### config.mk
export PLATFORM = sky130hd
export DESIGN_NAME = tld_control
export DESIGN_NICKNAME = d
export VERILOG_FILES = /design/src/rtl/core/tld_pkg.sv /design/src/rtl/core/tld_control.sv
export VERILOG_INCLUDE_DIRS = /design/src /design/src/rtl/core
export SDC_FILE = /design/constraint.sdc
export NUM_CORES = 1
export LEC_CHECK = 0
export BUFFER_PORTS_ARGS = -buffer_cell sky130_fd_sc_hd__buf_2
export CAP_MARGIN = 10
export CELL_PAD_IN_SITES_DETAIL_PLACEMENT = 1
export CELL_PAD_IN_SITES_GLOBAL_PLACEMENT = 2
export CORE_AREA = 2 2 39 41
export CTS_CLUSTER_DIAMETER = 100
export DETAILED_ROUTE_END_ITERATION = 16
export DIE_AREA = 0 0 41 43
export PLACE_DENSITY_LB_ADDON = 0.1
export SLEW_MARGIN = 10
export SYNTH_ARGS = -nofsm -noshare
export SYNTH_HDL_FRONTEND = slang
export SYNTH_SLANG_ARGS = --single-unit
### constraint.sdc
create_clock -name clock -period 2.5 [get_ports clock]
set_input_delay 0.375 -clock clock [delete_from_list [all_inputs] [get_ports clock]]
set_output_delay 0.375 -clock clock [all_outputs]
set_load 0.02 [all_outputs]
### src/rtl/core/tty_line_discipline_defines.svh
// assertion helpers for the line discipline
`ifndef TTY_LINE_DISCIPLINE_DEFINES_SVH
`define TTY_LINE_DISCIPLINE_DEFINES_SVH
`define TLD_ASSERT_IMP(lbl, clk, rst, a, c) \
   lbl: assert property (@(posedge clk) disable iff (rst) (a) |-> (c)) \
      else $error("assertion failed");
`define TLD_ASSERT_NXT(lbl, clk, rst, a, c) \
   lbl: assert property (@(posedge clk) disable iff (rst) (a) |=> (c)) \
      else $error("assertion failed");
`endif

### src/rtl/core/tld_pkg.sv
package tld_pkg;
   localparam int RING_DEPTH = 1024;
   localparam int PTR_W = $clog2(RING_DEPTH);

   localparam logic [1:0] OP_RX     = 2'd0;
   localparam logic [1:0] OP_READ   = 2'd1;
   localparam logic [1:0] OP_FLUSH  = 2'd2;
   localparam logic [1:0] OP_UNUSED = 2'd3;

   localparam logic [3:0] K_NONE  = 4'd0;
   localparam logic [3:0] K_ECHO  = 4'd1;
   localparam logic [3:0] K_CARET = 4'd2;
   localparam logic [3:0] K_ERASE = 4'd3;
   localparam logic [3:0] K_INTR  = 4'd4;
   localparam logic [3:0] K_QUIT  = 4'd5;
   localparam logic [3:0] K_DATA  = 4'd6;
   localparam logic [3:0] K_EOF   = 4'd7;
   localparam logic [3:0] K_EMPTY = 4'd8;

   localparam logic [2:0] R_MODE  = 3'd0;
   localparam logic [2:0] R_EOF   = 3'd1;
   localparam logic [2:0] R_EOL   = 3'd2;
   localparam logic [2:0] R_ERASE = 3'd3;
   localparam logic [2:0] R_INTR  = 3'd4;
   localparam logic [2:0] R_KILL  = 3'd5;
   localparam logic [2:0] R_QUIT  = 3'd6;
   localparam logic [2:0] R_SUSP  = 3'd7;

   typedef struct packed {
      logic [1:0] operation;
      logic [7:0] char_in;
   } req_type;

   typedef struct packed {
      logic [3:0] kind;
      logic [7:0] byte_a;
      logic [7:0] byte_b;
      logic [9:0] erase_count;
      logic       line_committed;
      logic       dropped;
   } rsp_type;

   typedef struct packed {
      logic [6:0] mode;
      logic [7:0] eof_c;
      logic [7:0] eol_c;
      logic [7:0] erase_c;
      logic [7:0] intr_c;
      logic [7:0] kill_c;
      logic [7:0] quit_c;
      logic [7:0] susp_c;
   } cfg_type;

   // datapath commands
   typedef struct packed {
      logic decode;     // classify the latched item, apply effects that need no ring walk or read
      logic back_rd;    // read the byte before write_pos
      logic back_step;  // step write_pos back one, using fetched byte
      logic rd_fetch;   // read the byte at read_pos
      logic rd_done;    // deliver fetched byte
   } cmd_type;

   // datapath status
   typedef struct packed {
      logic need_back;  // decoded an erase or kill with a nonempty line
      logic need_read;  // decoded a read with data available
      logic cont;       // another byte must be walked back
   } sts_type;
endpackage

### src/rtl/core/tld_control.sv
`include "tty_line_discipline_defines.svh"
module tld_control (
   input  logic             clock,
   input  logic             reset,
   input  logic             req_valid,
   output logic             req_ready,
   output logic             rsp_valid,
   input  logic             rsp_ready,
   input  tld_pkg::sts_type sts,
   output tld_pkg::cmd_type cmd
);
   typedef enum logic [2:0] {S_IDLE, S_DEC, S_BRD, S_BSTEP, S_RFETCH, S_RDONE, S_OUT}
      state_type;
   state_type state_ff;

   always_comb begin
      cmd = '0;
      cmd.decode    = state_ff == S_DEC;
      cmd.back_rd   = state_ff == S_BRD;
      cmd.back_step = state_ff == S_BSTEP;
      cmd.rd_fetch  = state_ff == S_RFETCH;
      cmd.rd_done   = state_ff == S_RDONE;
   end
   assign req_ready = state_ff == S_IDLE;
   assign rsp_valid = state_ff == S_OUT;

   always_ff @(posedge clock) begin
      if (reset) state_ff <= S_IDLE;
      else begin
         unique case (state_ff)
            S_IDLE:   if (req_valid) state_ff <= S_DEC;
            S_DEC:    state_ff <= sts.need_back ? S_BRD :
                                  sts.need_read ? S_RFETCH : S_OUT;
            S_BRD:    state_ff <= S_BSTEP;
            S_BSTEP:  state_ff <= sts.cont ? S_BRD : S_OUT;
            S_RFETCH: state_ff <= S_RDONE;
            S_RDONE:  state_ff <= S_OUT;
            S_OUT:    if (rsp_ready) state_ff <= S_IDLE;
            default:  state_ff <= S_IDLE;
         endcase
      end
   end

   `TLD_ASSERT_IMP(a_excl, clock, reset, req_ready, !rsp_valid)
   `TLD_ASSERT_NXT(a_take, clock, reset, req_valid && req_ready, state_ff == S_DEC)
   `TLD_ASSERT_NXT(a_hold, clock, reset, rsp_valid && !rsp_ready, rsp_valid)
endmodule

After elaboration in Yosys (flattened, before gate mapping):

Index checks and enable logic that the tools add are counted.

* register bits after elaboration: 3
* word-level logic and storage cells: 17
* output and inout port bits: 7
* input port bits: 7

* reductions and logical operators: 2
* equality and inequality tests: 8
* muxes and demuxes: 6

Operators by type and width (count)
* $pmux 3 s7: 1
* $mux 3: 4
* $eq 3x3->1 const B: 3
* $eq 3x2->1 const B: 2
* $eq 3x1->1 const B: 1
* $logic_not 3->1: 1
* $mux 2: 1
* $ne 2x1->1 const B: 1
* $ne 2x2->1 const B: 1
* $reduce_and 2->1: 1

Longest topological paths before layout:

* depth in word-level cells: 3
* gate-level depth with buffers: 3
* depth with buffers taken out: 2

Worst setup path after synthesis:

No wires, ideal clock.

* path kind: reg-to-output
* start: register state_ff[1]
* end: output cmd[3] in the netlist's numbering
* path slack: 1031 ps
* cell stages (with the launch flop): 3
* arrival: 1094 ps
* buffers on the path: 1
* required time: 2125 ps
* cells stage by stage: dfxtp_1 > buf_2 > nor3b_1

RTL lines
* start, declared: RTL line tld_control.sv:14 `state_type state_ff;`
* start signal, assigned: RTL line tld_control.sv:32 `S_DEC: state_ff <= sts.need_back ? S_BRD :`
* start signal, assigned: RTL line tld_control.sv:35 `S_BSTEP: state_ff <= sts.cont ? S_BRD : S_OUT;`
* end, declared: RTL line tld_control.sv:10 `output tld_pkg::cmd_type cmd`

==> flow_summary.toml <==
[status]
status = "completed"

[power_and_ir_drop]
post-layout-total-power_uw = 193
cellLeakagePower_nw = 0.147
max-vdd-ir-drop_v = 0.000198
pwr_density_cell_nw_per_um2 = 620

[cells_and_area]
areaGrowthSynthToFinish_pct = 44.8
max_reg_flops = 3
top_register = "state_ff"
non_filler_instance_count_after_layout = 54
fraction_of_layout_cells_with_a_size_suffix_above_1_pct = 47.4
insertedDiodeCount = 0
nFillCells = 184
design.final.nets = 46
biggestRegsByFlops = "state_ff: 3 flops"

[global_route]
grt.total_usage_pct = 8.92
antenna_violations_before_repair = 0
overflow = 0
global_route_wire_length_before_repair_um = 1030
maximum_number_of_pins_on_one_net_before_global_route_repair = 14
first_global_vias = 256

[setup_path]
cp_cell_sequence = "inv_1 > nor3b_1 > buf_2"
critPathSlowestCell = "dfxtp_1"
timing.reg2reg.worst_path_depth = 2
arr_time_crit_path_ps = 1300
path_delay_family = "flip-flops"
timing_worst_setup_path_type = "reg -> out"
critical_path_buf_inv_count = 2
setup.reg_to_reg.worst_slack_ps = 1140
worst_setup_path_start_kind = "register"
endpoint_kind = "output pin"
r2r_start = "state_ff[1]$_SDFFE_PP0P_"
critical_path.max_stage_delay_ps = 500
cp_max_fo = 10
worst_ep_required_time_ps = 2120
ff_to_ff_end = "state_ff[2]$_SDFFE_PP0P_"

[cts]
cts_buffers = 3
cts_buffer_depth = 2
cts_tree = "done"
post-cts-setup-buffer-count = 0
clock_latency_ps = 230
clock_tree.htree_level_count = 1
ctsRootBufferMaster = "clkbuf_4"
post_cts.resized_instances = 0
cts.clk_slew.worst_paths_ps = 40
post_cts_hold_buffer_count = 0
clock-sinks = 3

[route]
post-route-drc-count = 0
drt.antenna.violating_nets = 0
wl_per_cell_um = 11.0
routed_via_count = 237
first_iter_violations = 0
via_per_inst = 4.39
firstDrtPassIters = 1
drt_wl_total_um = 594

[synth]
syn_area_um2 = 215
synth_largest_area_cell = "dfxtp_1"
synth-seq-area-share_pct = 27.9
share_of_the_synthesized_area_in_the_top_cell_type_pct = 27.9
syn-num-nets = 31
synth.avg_cell_area_um2 = 8.97
synthDistinctLibCells = 14
yosys_register_bits = 3
synth_enable_flop_cells = 0
synth_area_leaders = "dfxtp_1 (28%), a2111oi_4 (13%), nor3b_1 (10%)"
ys_warn_count = 0
syn-instance-count = 24
async_reset_ff_share_pct = 0
most_frequent_cells_after_synthesis = "buf_2 (3), dfxtp_1 (3), nor2_1 (3), nor3_1 (3), nor3b_1 (3)"
postSynth.topFlopCell = "dfxtp_1"

[timing]
worst_margin_pin_slew_ps = 425
max-slew-margin-rel_pct = 71.7
final-setup-viol-count = 0
finClkSkew_ps = 0.301
count_of_endpoints_failing_hold_in_the_final_timing_report = 0
fmax_ghz = 0.599
timing.final.max_slew_violations = 0
period_minus_slack_ps = 1670
worst_setup_margin_ps = 830
setup-tns-final_ps = 0
min_period_over_period_pct = 66.8
grt_setup_unrepaired = "false"

[floorplan]
die_w_um = 41
design.die.area_um2 = 1760
core_region_area_um2 = 1380
placementRows = 14
initial_core_util_pct = 15.6
io_pins = 14
die_y_um = 43

[hold_path]
timing.hold.worst_path_depth = 2
hold_path_class = "in -> reg"
hp-start = "reset"
end_point_of_the_most_critical_hold_path = "state_ff[2]$_SDFFE_PP0P_"

[placement]
io_buffers = 13
post-place-cells = 50
pre_cts_ws_ps = 1070
gpl.final_weighted_congestion = 0.651

[job]
max-cap-violations = 0
[cell families after synthesis]
kind of cell,synth area share (%)
buf+inv,8.72
simple gates,34.3
flops,27.9
mux,6.97
compound gates,22.1
[where the power goes]
group,internal (mW),total (mW),switching [mW]
Combinational,0.0211,0.0452,0.0241
Sequential,0.0524,0.0644,0.0120
Clock,0.0597,0.0835,0.0238
[worst max-delay path by stage]
stage	startpoint	to	slack, ps	depth (start not counted)
2_1_floorplan	state_ff[1]$_SDFFE_PP0P_	cmd[3]	1030	2
3_3_place_gp	state_ff[2]$_SDFFE_PP0P_	cmd[1]	1120	3
3_5_place_dp	state_ff[2]$_SDFFE_PP0P_	cmd[0]	1070	3
4_1_cts	state_ff[2]$_SDFFE_PP0P_	cmd[0]	810	3
5_1_grt	state_ff[2]$_SDFFE_PP0P_	cmd[0]	660	3
6_report	state_ff[2]$_SDFFE_PP0P_	cmd[0]	830	3
[through the flow]
step | util [%] | cell area, µm² | hold WS, ps
after floorplan | - | 215 | 450
after global placement | 20.6 | 285 | 616
after detailed placement | 20.6 | 285 | 629
after CTS | 22.5 | 312 | 382
after global routing | 22.5 | 312 | 385
final | 22.5 | 312 | 381
[metal layers]
| layer | up-vias | track usage, % | share of wire (%) |
|---|---|---|---|
| met4 | 0 | 10.0 | 0 |
| met5 | - | 0 | 0 |
| met1 | 115 | 9.27 | 39 |
| met3 | 0 | 1.57 | 5.7 |
| li1 | 116 | - | - |
| met2 | 6 | 13.1 | 56 |
[placed cells by master (no fill, tap or decap)]
cell type   n
a2111oi_1   1
a2111oi_4   1
and3_1      1
buf_2      13
clkbuf_1    1
clkbuf_4    3
dfxtp_1     3
inv_1       1
mux2_4      1
nand2_1     1
nor2_1      3
nor3_1      3
nor3b_1     3
nor4_1      1
nor4b_1     1
o211a_1     1
[final cells by class]
| class | instances | area (µm²) | share of cell area [%] |
|---|---|---|---|
| inverters | 1 | 3.75 | 1.20 |
| multi-input cells | 17 | 136 | 43.8 |
| repair buffers | 13 | 65.1 | 20.9 |
| clock buffers | 4 | 26.3 | 8.43 |
| well taps | 16 | 20.0 | 6.43 |
| flip-flops and latches | 3 | 60.1 | 19.3 |
No activity file was read; power rests on OpenSTA's default activity.
